## config.mk

```make
export PLATFORM = sky130hd
export DESIGN_NAME = periodic_task_dispatcher
export DESIGN_NICKNAME = d
export VERILOG_FILES = /design/src/rtl/ptd_pkg.sv /design/src/rtl/ptd_rem.sv /design/src/rtl/periodic_task_dispatcher.sv
export SDC_FILE = /design/constraint.sdc
export NUM_CORES = 1
export LEC_CHECK = 0
export BUFFER_PORTS_ARGS = -buffer_cell sky130_fd_sc_hd__buf_2
export CORE_MARGIN = 2
export CORE_UTILIZATION = 36
export CTS_BUF_LIST = sky130_fd_sc_hd__clkbuf_8 sky130_fd_sc_hd__clkbuf_16
export DETAILED_ROUTE_END_ITERATION = 16
export GPL_TIMING_DRIVEN = 0
export PLACE_DENSITY = 0.49
export SLEW_MARGIN = 40
export SYNTH_ARGS = -nofsm -noshare
export SYNTH_HDL_FRONTEND = slang
export SYNTH_SLANG_ARGS = --single-unit
export TNS_END_PERCENT = 50
```

## constraint.sdc

```tcl
create_clock -name clk -period 4.6 [get_ports clk]
set_clock_uncertainty 0.2 [all_clocks]
set_input_delay 0.92 -clock clk [delete_from_list [all_inputs] [get_ports clk]]
set_output_delay 0.92 -clock clk [all_outputs]
set_load 0.005 [all_outputs]
```

## src/rtl/ptd_pkg.sv

```systemverilog
package ptd_pkg;

  localparam int TICK_W = 16;
  localparam int SLOT_W = 8;
  localparam int PER_W = 16;
  localparam int MAX_RESULTS = 8;
  localparam int FOUND_W = 4;

  // Input opcodes.
  localparam logic [2:0] OP_TICK    = 3'd0;
  localparam logic [2:0] OP_CREATE  = 3'd1;
  localparam logic [2:0] OP_SUSPEND = 3'd2;
  localparam logic [2:0] OP_RESUME  = 3'd3;
  localparam logic [2:0] OP_DELETE  = 3'd4;

  // Result status codes.
  localparam logic [1:0] ST_OK     = 2'd0;
  localparam logic [1:0] ST_USED   = 2'd1;
  localparam logic [1:0] ST_NOTASK = 2'd2;
  localparam logic [1:0] ST_RANGE  = 2'd3;

  // Status of the remainder unit, handed back to the dispatcher.
  typedef struct packed {
    logic done;
    logic zero;
  } rem_stat_t;

endpackage

```

## src/rtl/ptd_rem.sv

```systemverilog
module ptd_rem
  import ptd_pkg::*;
(
  input  logic              clk,
  input  logic              rst_n,
  input  logic              start,
  input  logic [TICK_W-1:0] dividend,
  input  logic [PER_W-1:0]  divisor,
  output rem_stat_t         stat
);

  // Restoring remainder, one dividend bit per cycle, MSB first.
  localparam int CNT_W = $clog2(TICK_W + 1);

  logic [PER_W-1:0]  rem_r;
  logic [PER_W-1:0]  rem_nxt;
  logic [TICK_W-1:0] dvd_r;
  logic [PER_W-1:0]  dsr_r;
  logic [CNT_W-1:0]  cnt_r;
  logic              run_r;
  logic              done_r;
  logic [PER_W:0]    trial;

  always_comb begin
    trial = {rem_r, dvd_r[TICK_W-1]};
    if (trial >= {1'b0, dsr_r}) begin
      trial = trial - {1'b0, dsr_r};
    end
    rem_nxt = trial[PER_W-1:0];
  end

  always_ff @(posedge clk) begin
    if (!rst_n) begin
      run_r  <= 1'b0;
      done_r <= 1'b0;
      cnt_r  <= '0;
    end else if (start) begin
      run_r  <= 1'b1;
      done_r <= 1'b0;
      cnt_r  <= CNT_W'(TICK_W);
    end else if (run_r) begin
      cnt_r <= cnt_r - 1'b1;
      if (cnt_r == CNT_W'(1)) begin
        run_r  <= 1'b0;
        done_r <= 1'b1;
      end
    end
  end

  always_ff @(posedge clk) begin
    if (start) begin
      rem_r <= '0;
      dvd_r <= dividend;
      dsr_r <= divisor;
    end else if (run_r) begin
      rem_r <= rem_nxt;
      dvd_r <= {dvd_r[TICK_W-2:0], 1'b0};
    end
  end

  assign stat.done = done_r;
  assign stat.zero = (rem_r == '0);

endmodule

```

## src/rtl/periodic_task_dispatcher.sv

```systemverilog
// Channel   Handshake               Word fields
// -------   ---------------------   ---------------------------------------
// in_       in_valid / in_ready     in_opcode, in_slot, in_period, in_has_task
// out_      out_valid / out_ready   out_fire, out_due_slot, out_status, out_last
//
// A create, suspend, resume or delete command is taken and its single
// result word is loaded into the output register on the same edge.
// A tick walks the slot table: an idle or suspended slot is skipped in the
// walk state, while an eligible slot needs a period memory read, a load and
// the steps of the serial remainder unit, one per dividend bit, so the time
// a tick takes is set by the remainder unit.
// Reset (synchronous, active low) empties the table and clears the tick count;
// the period memory needs no clearing because a slot is read only once a
// create has written it. A stalled output holds the walk and the input.
module periodic_task_dispatcher
  import ptd_pkg::*;
#(
  parameter int TASK_SLOTS = 8
)
(
  input  logic              clk,
  input  logic              rst_n,
  input  logic              in_valid,
  output logic              in_ready,
  input  logic [2:0]        in_opcode,
  input  logic [SLOT_W-1:0] in_slot,
  input  logic [PER_W-1:0]  in_period,
  input  logic              in_has_task,
  output logic              out_valid,
  input  logic              out_ready,
  output logic              out_fire,
  output logic [SLOT_W-1:0] out_due_slot,
  output logic [1:0]        out_status,
  output logic              out_last
);

  localparam int IDX_W = (TASK_SLOTS > 1) ? $clog2(TASK_SLOTS) : 1;
  localparam int CNT_W = $clog2(TASK_SLOTS + 1);
  localparam logic [SLOT_W-1:0] SLOTS_LIM = SLOT_W'(TASK_SLOTS);

  // Sequencer states.
  localparam logic [2:0] S_IDLE = 3'd0;
  localparam logic [2:0] S_WALK = 3'd1;
  localparam logic [2:0] S_LOAD = 3'd2;
  localparam logic [2:0] S_DIV  = 3'd3;
  localparam logic [2:0] S_FIN  = 3'd4;

  // Control state.
  logic [2:0]            state_r, state_nxt;
  logic [TICK_W-1:0]     count_r, count_nxt;
  logic [TASK_SLOTS-1:0] occ_r, occ_nxt;
  logic [TASK_SLOTS-1:0] sus_r, sus_nxt;
  logic                  out_valid_r, out_valid_nxt;
  logic                  pend_v_r, pend_v_nxt;
  logic [CNT_W-1:0]      idx_r, idx_nxt;
  logic [FOUND_W-1:0]    found_r, found_nxt;

  // Payload registers.
  logic [IDX_W-1:0]      pend_r, pend_nxt;
  logic                  fire_r, fire_nxt;
  logic [SLOT_W-1:0]     due_r, due_nxt;
  logic [1:0]            status_r, status_nxt;
  logic                  last_r, last_nxt;

  // The period table lives in a one-port-write, registered-read memory.
  // Writes happen only in the idle state and reads only during a tick walk,
  // so the two never touch the same entry in the same cycle.
  logic [PER_W-1:0]      period_mem [TASK_SLOTS];
  logic [PER_W-1:0]      rd_data_r;
  logic                  mem_we;
  logic                  rd_en;
  logic                  rem_start;
  rem_stat_t             rem_stat;

  logic                  out_free;
  logic                  in_take;
  logic                  in_range;
  logic [IDX_W-1:0]      in_idx;
  logic [IDX_W-1:0]      walk_idx;
  logic [1:0]            cmd_status;

  assign out_free = !out_valid_r || out_ready;
  assign in_ready = (state_r == S_IDLE) && out_free;
  assign in_take  = in_valid && in_ready;
  assign in_range = (in_slot < SLOTS_LIM);
  assign in_idx   = in_slot[IDX_W-1:0];
  assign walk_idx = idx_r[IDX_W-1:0];

  ptd_rem u_rem (
    .clk      (clk),
    .rst_n    (rst_n),
    .start    (rem_start),
    .dividend (count_r),
    .divisor  (rd_data_r),
    .stat     (rem_stat)
  );

  // Command checks; the order of the tests follows the status priority.
  always_comb begin
    cmd_status = ST_OK;
    unique case (in_opcode)
      OP_CREATE: begin
        priority if (!in_has_task) begin
          cmd_status = ST_NOTASK;
        end else if (!in_range) begin
          cmd_status = ST_RANGE;
        end else if (occ_r[in_idx]) begin
          cmd_status = ST_USED;
        end
      end
      OP_SUSPEND, OP_RESUME, OP_DELETE: begin
        if (!in_range) begin
          cmd_status = ST_RANGE;
        end
      end
      default: begin
        cmd_status = ST_OK;
      end
    endcase
  end

  always_comb begin
    state_nxt     = state_r;
    count_nxt     = count_r;
    occ_nxt       = occ_r;
    sus_nxt       = sus_r;
    out_valid_nxt = out_valid_r;
    pend_v_nxt    = pend_v_r;
    idx_nxt       = idx_r;
    found_nxt     = found_r;
    pend_nxt      = pend_r;
    fire_nxt      = fire_r;
    due_nxt       = due_r;
    status_nxt    = status_r;
    last_nxt      = last_r;
    mem_we        = 1'b0;
    rd_en         = 1'b0;
    rem_start     = 1'b0;

    if (out_valid_r && out_ready) begin
      out_valid_nxt = 1'b0;
    end

    unique case (state_r)
      S_IDLE: begin
        if (in_take) begin
          if (in_opcode == OP_TICK) begin
            count_nxt  = count_r + 1'b1;
            idx_nxt    = '0;
            found_nxt  = '0;
            pend_v_nxt = 1'b0;
            state_nxt  = S_WALK;
          end else begin
            out_valid_nxt = 1'b1;
            fire_nxt      = 1'b0;
            due_nxt       = '0;
            status_nxt    = cmd_status;
            last_nxt      = 1'b1;
            if (in_range) begin
              unique case (in_opcode)
                OP_CREATE: begin
                  if (cmd_status == ST_OK) begin
                    occ_nxt[in_idx] = 1'b1;
                    mem_we          = 1'b1;
                  end
                end
                OP_SUSPEND: sus_nxt[in_idx] = 1'b1;
                OP_RESUME:  sus_nxt[in_idx] = 1'b0;
                OP_DELETE:  occ_nxt[in_idx] = 1'b0;
                default: begin
                end
              endcase
            end
          end
        end
      end
      S_WALK: begin
        priority if (idx_r == CNT_W'(TASK_SLOTS) || found_r == FOUND_W'(MAX_RESULTS)) begin
          state_nxt = S_FIN;
        end else if (occ_r[walk_idx] && !sus_r[walk_idx]) begin
          rd_en     = 1'b1;
          state_nxt = S_LOAD;
        end else begin
          idx_nxt = idx_r + 1'b1;
        end
      end
      S_LOAD: begin
        // A zero period is never due and must not reach the remainder unit.
        if (rd_data_r == '0) begin
          idx_nxt   = idx_r + 1'b1;
          state_nxt = S_WALK;
        end else begin
          rem_start = 1'b1;
          state_nxt = S_DIV;
        end
      end
      S_DIV: begin
        if (rem_stat.done) begin
          priority if (!rem_stat.zero) begin
            idx_nxt   = idx_r + 1'b1;
            state_nxt = S_WALK;
          end else if (!pend_v_r) begin
            // The first due slot is held back until we know if it is the last.
            pend_v_nxt = 1'b1;
            pend_nxt   = walk_idx;
            found_nxt  = found_r + 1'b1;
            idx_nxt    = idx_r + 1'b1;
            state_nxt  = S_WALK;
          end else if (out_free) begin
            out_valid_nxt = 1'b1;
            fire_nxt      = 1'b1;
            due_nxt       = SLOT_W'(pend_r);
            status_nxt    = ST_OK;
            last_nxt      = 1'b0;
            pend_nxt      = walk_idx;
            found_nxt     = found_r + 1'b1;
            idx_nxt       = idx_r + 1'b1;
            state_nxt     = S_WALK;
          end
        end
      end
      S_FIN: begin
        if (out_free) begin
          out_valid_nxt = 1'b1;
          fire_nxt      = pend_v_r;
          due_nxt       = pend_v_r ? SLOT_W'(pend_r) : '0;
          status_nxt    = ST_OK;
          last_nxt      = 1'b1;
          state_nxt     = S_IDLE;
        end
      end
      default: begin
        state_nxt = S_IDLE;
      end
    endcase
  end

  always_ff @(posedge clk) begin
    if (!rst_n) begin
      state_r     <= S_IDLE;
      count_r     <= '0;
      occ_r       <= '0;
      sus_r       <= '0;
      out_valid_r <= 1'b0;
      pend_v_r    <= 1'b0;
      idx_r       <= '0;
      found_r     <= '0;
    end else begin
      state_r     <= state_nxt;
      count_r     <= count_nxt;
      occ_r       <= occ_nxt;
      sus_r       <= sus_nxt;
      out_valid_r <= out_valid_nxt;
      pend_v_r    <= pend_v_nxt;
      idx_r       <= idx_nxt;
      found_r     <= found_nxt;
    end
  end

  always_ff @(posedge clk) begin
    pend_r   <= pend_nxt;
    fire_r   <= fire_nxt;
    due_r    <= due_nxt;
    status_r <= status_nxt;
    last_r   <= last_nxt;
  end

  always_ff @(posedge clk) begin
    if (mem_we) begin
      period_mem[in_idx] <= in_period;
    end
    if (rd_en) begin
      rd_data_r <= period_mem[walk_idx];
    end
  end

  assign out_valid    = out_valid_r;
  assign out_fire     = fire_r;
  assign out_due_slot = due_r;
  assign out_status   = status_r;
  assign out_last     = last_r;

endmodule

```

==> flow_summary.toml, run 1 <==
[power_and_ir_drop]
powerDensity_nw_per_um2 = 549
p_comb_share_pct = 28.6
power_leakage_nw = 4.72
pwr-share-clk_pct = 32.0
seqPwrFrac_pct = 39.4
peakVddDrop_mv = 0.353
p_sw_mw = 2.32
swShare_pct = 31.4
power.internal_mw = 5.08

[final_layout]
drive_gt1_share_pct = 19.3
layout_common_cells = "edfxtp_1, nand2_1, dfxtp_1, nor2_1, buf_2"
final_nets = 1034
multi_input_area_sq_um = 4330
syn_to_final_growth_pct = 16.5
antenna_cells = 0
final_common_cell = "edfxtp_1"
fin_util_pct = 42.6
n_fill_cell = 2904
seq_area_sq_um = 6950

[placed_design]
dp_hpwl_um = 17900
port_buffers = 35
place_congestion = 0.726

[drt]
viasPerCell = 5.20
drt-initial-drc-count = 427
via_count = 7288
wire_per_inst_um = 18.4
antenna_left = 0
drc_errors = 0
dr.pass1.iters = 5
wl_um = 25900

[worst_setup_path]
end_kind = "flop"
crit_slowest_cell = "nand4_1"
crit_end = "period_mem[5][14]"
reg2reg_depth = 10
r2r-start = "state_r[1]"
setup.worst_path.start_class = "input port"
r2r_slack_ns = 1.22
timing.rr.end = "period_mem[5][14]"
worstPathCellList = "buf_2 -> nand2b_1 -> clkbuf_1 -> nand3_1 -> or2_2 -> clkbuf_1 -> nor2_1 -> nand4_1 -> buf_4 -> nor2_4 -> buf_16"
timing.critical_path.from = "out_ready"
required_ns = 4.66
cp.arrival_ns = 3.60
max_stage_delay_ns = 0.36
crit_top_cell = "clkbuf_1"
crit_fanout = 10
crit_type = "in2reg"

[flow_run]
drv_cap = 0

[cts]
hold_buffers = 0
clock_latency_ns = 0.56
clk_pin_slew_ns = 0.06
cts_num_sinks = 254
cts_inserted_buffers = 29
htreeDepth = 1
postCtsSetupBuffers = 0
cts.repair.resized = 0
root_buffer = "clkbuf_16"
tritoncts = "built"
cts_buffer_depth = 3

[synth]
synth-seq-cells = 254
yosysSeqAreaShare_pct = 60.0
synth-edff-count = 186
mappedNetlistArea_sq_um = 11600
synthArstFlopShare_pct = 0
avgSynthCellArea_sq_um = 12.9
synth_cell_type_count = 89
synth_ff_type = "edfxtp_1"
yosysWarnings = 0
netlist_instances = 899

[timing]
max_freq_ghz = 0.283
slew_violations = 0
max-slew-margin-rel_pct = 45.6
worst_slew_pin_slew_ns = 0.810
report.final.setup_viol = 0
finalCriticalPeriod_ns = 3.53
rsz0062_at_grt = "false"
setup-tns-final_ns = 0
period_share_pct = 76.8
final-hold-violation-count = 0

[global_routing]
grt_antenna_before_repair = 2
grt_pass1_vias = 7294
grt_pass1_wl_um = 41400
grt_use_total_pct = 15.7
grt_overflow_total = 0
grt_max_degree = 26

[floorplan]
start_util_pct = 36.6
die_area_sq_um = 33600
core_area_sq_um = 31600
num_rows = 65
io_pins = 46
die_h_um = 183
die_x_um = 183

[run_status]
status = "complete, no violations"

[worst_hold_path]
min_from = "rd_data_r[7]"
hold_class = "reg2reg"
## sequential cells by signal (all words and copies together) (netlist names), named ones only
register	count
count_r	16
found_r	4
idx_r	4
out_due_slot	3
out_fire	1
out_last	1
out_status	2
out_valid	1
pend_r	3
pend_v_r	1
period_mem	128
rd_data_r	16
state_r	3
u_rem.cnt_r	5
u_rem.done_r	1
u_rem.dsr_r	16
u_rem.dvd_r	16
u_rem.rem_r	16
u_rem.run_r	1
## synth_stat cells, drive strengths merged, types with 4 or more instances
cell	count	share of area [%]
a211oi	14	0.95
nand4	10	0.54
or4	5	0.32
inv	35	1.1
nand2b	5	0.27
edfxtp	186	48
xnor2	13	0.98
mux2	19	1.8
and3	7	0.42
nor4b	4	0.49
nor3	14	0.69
nor4	17	1.0
or3	18	0.98
nand3b	6	0.39
xor2	10	0.76
nor2	69	2.2
o21ai	36	1.6
o21a	6	0.39
and2	10	0.54
clkbuf	30	0.97
nand2	78	2.5
o211ai	9	0.71
nor2b	16	0.86
dfxtp	68	12
a21oi	20	0.86
o221a	8	0.78
a31oi	15	0.81
o211a	4	0.41
mux2i	9	0.78
mux4	34	6.6
nand3	27	1.2
ha	23	2.5
and4	7	0.54
buf	20	1.1
## power groups by stage
stage | Clock, mW | Combinational [mW] | Sequential [mW]
final | 2.37 | 2.12 | 2.92
after global routing | 2.52 | 2.37 | 2.95
after CTS | 2.43 | 2.13 | 2.92
after detailed placement | 0 | 2.12 | 2.97
after global placement | 0 | 2.12 | 2.97
after floorplan | 0 | 1.59 | 2.91
## logic make-up after synthesis
group	synth area share, %
buffers and inverters	3.25
flip-flops	60.0
XOR/XNOR	1.74
other	0.0324
adder cells (fa/ha/maj)	2.66
AO/OA/AOI/OAI	9.48
multiplexers	9.24
AND/OR/NAND/NOR	13.6
## worst min path at each step
| stage | cells past startpoint | end | slack [ns] |
|---|---|---|---|
| after global routing | 0 | u_rem.dsr_r[15] | 0.27 |
| final | 0 | u_rem.dsr_r[7] | 0.24 |
| after global placement | 0 | u_rem.dsr_r[12] | 0.23 |
| after floorplan | 0 | u_rem.dsr_r[10] | 0.23 |
| after detailed placement | 0 | u_rem.dsr_r[12] | 0.24 |
| after CTS | 0 | u_rem.dsr_r[7] | 0.24 |
## worst max-delay path, delay by kind of cell
| family | cells | cell delay [ns] |
|---|---|---|
| buffers and inverters | 5 | 1.22 |
| AND/OR/NAND/NOR | 6 | 1.46 |
## through the flow
stage / power [mW] / instance area (sq um) / setup slack (ns) / std cells / hold WS [ns]
after global routing: 7.84 / 13500 / 0.907 / 1402 / 0.266
after floorplan: 4.50 / 11600 / 1.06 / 903 / 0.227
after detailed placement: 5.09 / 12500 / 0.465 / 1349 / 0.237
after CTS: 7.49 / 13500 / 1.05 / 1402 / 0.244
final: 7.41 / 13500 / 1.07 / 1402 / 0.244
after global placement: 5.09 / 12300 / -0.338 / 1340 / 0.232
## final cells by class
class	instances	share of cell area [%]
sequential	254	51.5
inverter	36	1.00
buffer	50	1.82
clock buffer	30	5.48
timing repair buffer	44	2.52
clock inverter	23	1.82
multi-input combinational	563	32.1
tap	402	3.73
## per-layer routing
layer	GRT usage (%)	wire length [um]
met1	21.3	11900
met2	26.6	12500
met3	2.26	912
met4	3.87	520
met5	0	27
Power figures use the tool's default switching activity.
==> run 2, diff against run 1 <==
==> constraint.sdc (replaced) <==
create_clock -name clk -period 3.6 [get_ports clk]
set_clock_uncertainty 0.2 [all_clocks]
set_input_delay 0.72 -clock clk [delete_from_list [all_inputs] [get_ports clk]]
set_output_delay 0.72 -clock clk [all_outputs]
set_load 0.005 [all_outputs]
==> run 2 against run 1 <==
Compared with the run above:
- core utilization about the same
- sequential cell count did not move
- global-route usage stayed put
- cell area rose by 0.11%
- critical path depth stayed put
- clock power rose by 27%
- die area unchanged
- critical endpoint unchanged
- highest routed layer unchanged
==> flow_summary.toml, run 2 (synthesized netlist as in run 1, its figures left out) <==
[cts]
cts_num_sinks = 254
hold_buffers = 0
tritoncts = "built"
clk_pin_slew_ns = 0.06
cts.repair.resized = 0
clock_latency_ns = 0.56
cts_inserted_buffers = 29
cts_buffer_depth = 3
htreeDepth = 1
root_buffer = "clkbuf_16"

[timing]
final-hold-violation-count = 0
period_share_pct = 87.7
whs_ns = 0.229
report.final.setup_viol = 0
max-slew-margin-rel_pct = 45.6
finalCriticalPeriod_ns = 3.16
setup-tns-final_ns = 0
slew_violations = 0
max_freq_ghz = 0.317
rsz0062_at_grt = "false"
worst_slew_pin_slew_ns = 0.809

[floorplan]
die_x_um = 183
io_pins = 46
num_rows = 65
core_area_sq_um = 31600
start_util_pct = 36.6
die_h_um = 183
die_area_sq_um = 33600

[final_layout]
largest_reg_flops = 128
syn_to_final_growth_pct = 16.7
antenna_cells = 0
drive_gt1_share_pct = 19.5
final_common_cell = "edfxtp_1"
layout_common_cells = "edfxtp_1, nand2_1, dfxtp_1, nor2_1, buf_2"
instances_no_fill = 1404
final_nets = 1036
regMostFlops = "period_mem"

[worst_hold_path]
holdPathStages = 1
hold_class = "in2reg"
min_from = "in_period[9]"
hold-path-endpoint = "period_mem[5][9]"

[worst_setup_path]
reg2reg_depth = 11
required_ns = 3.66
r2r-start = "state_r[1]"
end_kind = "flop"
r2r_slack_ns = 0.44
setup.worst_path.start_class = "flop"
crit_fanout = 10
crit_type = "reg2reg"
timing.rr.end = "period_mem[5][14]"
cp.arrival_ns = 3.22

[power_and_ir_drop]
seqPwrFrac_pct = 39.4
power_leakage_nw = 4.72
power.internal_mw = 6.50
p_comb_share_pct = 28.6
pwr-share-clk_pct = 32.0
p_total_mw = 9.46
peakVddDrop_mv = 0.451
powerDensity_nw_per_um2 = 700
swShare_pct = 31.3
p_sw_mw = 2.96

[placed_design]
place_congestion = 0.726
dp_hpwl_um = 17900
port_buffers = 35
dp_cells = 1349

[global_routing]
grt_pass1_wl_um = 41400
grt_pass1_vias = 7294
grt_max_degree = 26
grt_overflow_total = 0
grt_use_total_pct = 15.7
grt_antenna_before_repair = 2

[drt]
dr_wl_met3_um = 852
dr.pass1.iters = 6
viasPerCell = 5.20
wl_met2_um = 12500
wire_per_inst_um = 18.4
wirelength_met1_um = 12000
antenna_left = 0
via_count = 7297
top_layer = "met5"
wl_um = 25800
drc_errors = 0
drt-initial-drc-count = 443

[run_status]
status = "complete, no violations"

[flow_run]
drv_cap = 0
run 2: cell count changes in the layout (fill, tap and decap cells not counted), sizes merged:
cell / change
buf: +2
run 2: worst max-delay path by stage:
stage | startpoint | end | depth (start not counted)
2_1_floorplan | out_ready | period_mem[7][0] | 8
3_3_place_gp | out_ready | period_mem[5][9] | 9
3_5_place_dp | out_ready | period_mem[4][8] | 11
4_1_cts | state_r[1] | period_mem[4][1] | 10
5_1_grt | state_r[1] | period_mem[4][8] | 11
6_report | state_r[1] | period_mem[5][14] | 11
run 2: area by class of cell:
cell class / count / area, sq um
clock inverters: 23 / 245
well taps: 402 / 503
clock buffers: 30 / 739
inverters: 36 / 135
multi-input cells: 563 / 4330
flip-flops and latches: 254 / 6950
fillers: 2904 / 18100
repair buffers: 46 / 355
plain buffers: 50 / 245
run 2: routing by layer:
layer	up-vias	global-route usage, %
met5	-	0
met4	4	3.87
met3	44	2.26
met2	108	26.6
met1	3554	21.3
li1	3587	-
run 2: metrics by stage:
| stage | area (sq um) | worst slack [ns] | util [%] |
|---|---|---|---|
| final | 13500 | 0.443 | 42.7 |
| after global routing | 13500 | 0.256 | 42.7 |
| after CTS | 13500 | 0.179 | 42.6 |
| after detailed placement | 12500 | -0.335 | 39.5 |
| after global placement | 12300 | -1.14 | 38.8 |
| after floorplan | 11600 | 0.263 | - |
run 2: power by group through the flow:
stage / Clock, mW / Combinational (mW) / Sequential [mW]
finish: 3.02 / 2.71 / 3.73
global route: 3.22 / 3.03 / 3.77
CTS: 3.11 / 2.73 / 3.73
detailed placement: 0 / 2.71 / 3.79
global placement: 0 / 2.71 / 3.79
floorplan: 0 / 2.03 / 3.72
run 2: worst max-delay path, stage by stage (launching register included):
cell      delay [ns]
dfxtp_1         0.31
clkbuf_1        0.21
nor3_2          0.25
nand3_1         0.15
or2_2           0.31
clkbuf_1        0.25
nor2_1          0.15
nand4_1         0.09
buf_4           0.20
buf_4           0.18
nor2_4          0.34
buf_16          0.20
run 2: repair_timing:
item,in CTS,in global routing
buffers inserted,0,2
endpoints found under the setup margin,0,8
endpoints found under the hold margin,0,0
==> run 3, diff against run 2 <==
--- a/config.mk
+++ b/config.mk
@@ -5,6 +5,7 @@
 export SDC_FILE = /design/constraint.sdc
 export NUM_CORES = 1
 export LEC_CHECK = 0
+export ABC_AREA = 1
 export BUFFER_PORTS_ARGS = -buffer_cell sky130_fd_sc_hd__buf_2
 export CORE_MARGIN = 2
 export CORE_UTILIZATION = 36
==> run 3 against run 2 <==
Compared with the run above:
- sequential power hardly changed
- critical path depth decreased by 2
- cell area shrank 0.80%
- sequential cell count stayed put
- synthesized cell count is 39% higher
- global-route usage rose by 0.96 points
- non-clock buffer count fell by 9
- first-iteration DRC count is 8.1% higher
- critical path type unchanged
- largest cell class unchanged
==> flow_summary.toml, run 3 <==
[cts]
cts_num_sinks = 254
clock_latency_ns = 0.55
cts_inserted_buffers = 28
hold_buffers = 0
root_buffer = "clkbuf_16"
tritoncts = "built"
cts_buffer_depth = 3
clk_pin_slew_ns = 0.06
htreeDepth = 1

[flow_run]
drv_cap = 0

[worst_setup_path]
crit_slowest_cell = "nor2_1"
worstPathCellList = "nor2_1 -> nand2_1 -> nor2_1 -> nand2_1 -> nand2_1 -> clkinvlp_4 -> nor2_1 -> inv_1 -> buf_2"
path_buf_inv = 3
crit_type = "reg2reg"
timing.critical_path.from = "rd_data_r[8]"
required_ns = 3.61
cp.arrival_ns = 3.19
end_kind = "flop"
crit_family = "simple AND/OR/NAND/NOR gates"
crit_fanout = 25
setup.worst_path.start_class = "flop"
max_stage_delay_ns = 0.54
r2r-start = "rd_data_r[8]"

[power_and_ir_drop]
p_comb_share_pct = 32.6
powerDensity_nw_per_um2 = 714
peakVddDrop_mv = 0.470
p_total_mw = 9.56
seqPwrFrac_pct = 38.9
p_sw_mw = 3.45
swShare_pct = 36.1
power.internal_mw = 6.10
pwr-share-clk_pct = 28.5
power_leakage_nw = 5.10

[floorplan]
num_rows = 66
core_area_sq_um = 32300
start_util_pct = 36.3
die_h_um = 184
die_area_sq_um = 34000
io_pins = 46
die_x_um = 184

[drt]
wl_um = 28000
antenna_left = 0
dr.pass1.iters = 5
drc_errors = 0
via_count = 8483
wire_per_inst_um = 15.6
viasPerCell = 4.74
drt-initial-drc-count = 479

[final_layout]
final_nets = 1382
instances_no_fill = 1790
drive_gt1_share_pct = 9.27
layout_common_cells = "nor2_1, edfxtp_1, nand2_1, inv_1, o21ai_0"
final_common_cell = "nor2_1"
regMostFlops = "period_mem"
syn_to_final_growth_pct = 14.4
n_fill_cell = 3202
largest_reg_flops = 128
antenna_cells = 0

[synth]
synth-seq-cells = 254
synthMuxAreaShare_pct = 0
yosysTopAreaCellShare_pct = 47.7
yosysWarnings = 0
synth-simple-area-share_pct = 20.7
synthArstFlopShare_pct = 0
yosysSeqAreaShare_pct = 59.3
avgSynthCellArea_sq_um = 9.34
synthTopCellsByCount = "nor2_1, edfxtp_1, nand2_1, inv_1, o21ai_0"
netlist_instances = 1253
synth_ff_type = "edfxtp_1"
synth_compound_area_share_pct = 9.55
mappedNetlistArea_sq_um = 11700
yosysMostFrequentCell = "nor2_1"
synth-xor-area-share_pct = 1.20
synthTopCellsByArea = "edfxtp_1, dfxtp_1, nor2_1, nand2_1, o21ai_0"
yosysTopAreaCell = "edfxtp_1"
synth_fa_ha_area_share_pct = 2.63
synth_cell_type_count = 43
synth_top_family_by_area = "simple AND/OR/NAND/NOR gates"
synth-edff-count = 186

[placed_design]
dp_cells = 1738
place_congestion = 0.831
port_buffers = 39
place_ws_ns = 0.248
dp_hpwl_um = 19300

[run_status]
status = "complete, no violations"

[global_routing]
grt_use_total_pct = 16.7
grt_antenna_before_repair = 0
grt_overflow_total = 0
grt_pass1_vias = 8329
grt_max_degree = 26
grt_pass1_wl_um = 44400

[timing]
max-slew-margin-rel_pct = 50.7
finalCriticalPeriod_ns = 3.18
fin_ws_ns = 0.422
max_freq_ghz = 0.315
slew_violations = 0
report.final.setup_viol = 0
rsz0062_at_grt = "false"
final-hold-violation-count = 0
period_share_pct = 88.3
worst_slew_pin_slew_ns = 0.739

[worst_hold_path]
hold_class = "reg2reg"
min_from = "rd_data_r[1]"
-- run 3: cell type report --
cell class	count	area, sq um	area share [%]
plain buffers	48	243	1.81
clock buffers	29	726	5.42
clock inverters	23	158	1.18
inverters	140	529	3.95
multi-input cells	815	4050	30.2
flip-flops and latches	254	6950	51.9
well taps	442	553	4.13
repair buffers	39	195	1.46
-- run 3: power by group through the flow --
| stage | clock [mW] | combinational [mW] | sequential, mW |
|---|---|---|---|
| 4_1_cts | 2.79 | 3.15 | 3.72 |
| 6_report | 2.72 | 3.12 | 3.72 |
| 2_1_floorplan | 0 | 2.19 | 3.74 |
| 5_1_grt | 2.92 | 3.57 | 3.75 |
| 3_3_place_gp | 0 | 3.13 | 3.77 |
| 3_5_place_dp | 0 | 3.14 | 3.78 |
-- run 3: cell families (layout without fill, tap and decap cells) --
logic type,count (synthesis),after routing
DFF,254,254
adders and majority gates,24,24
and+or+nand+nor,559,559
AOI/OAI and AO/OA,211,211
other,1,5
buffers and inverters,188,279
xor gates and xnor gates,16,16
-- run 3: worst paths after layout --
path / to / slack, ns / cells after the start
min reg2reg: u_rem.dsr_r[1] / 0.25 / 0
min: u_rem.dsr_r[1] / 0.25 / 0
max: u_rem.dvd_r[11] / 0.42 / 9
max reg2reg: u_rem.dvd_r[11] / 0.42 / 9
-- run 3: layer usage --
metal  part of all wire (%)  GRT usage (%)  vias up
met5                      0              0        -
met4                    1.9           3.81        0
met3                    3.5           2.57       36
met2                     47           28.4      116
met1                     48           22.4     3946
li1                       -              -     4385
-- run 3: per-stage QoR --
step	instance area [sq um]	setup TNS (ns)	utilization, %	hold slack (ns)
floorplan	11700	0	-	0.227
global placement	12500	-0.177	38.6	0.231
detailed placement	12500	0	38.7	0.234
CTS	13400	0	41.5	0.226
global route	13400	0	41.5	0.251
finish	13400	0	41.5	0.246
-- run 3: repair_timing --
action / CTS / global route
setup endpoints to repair: 0 / 25
resized for setup: 0 / 1
buffers inserted: 0 / 0
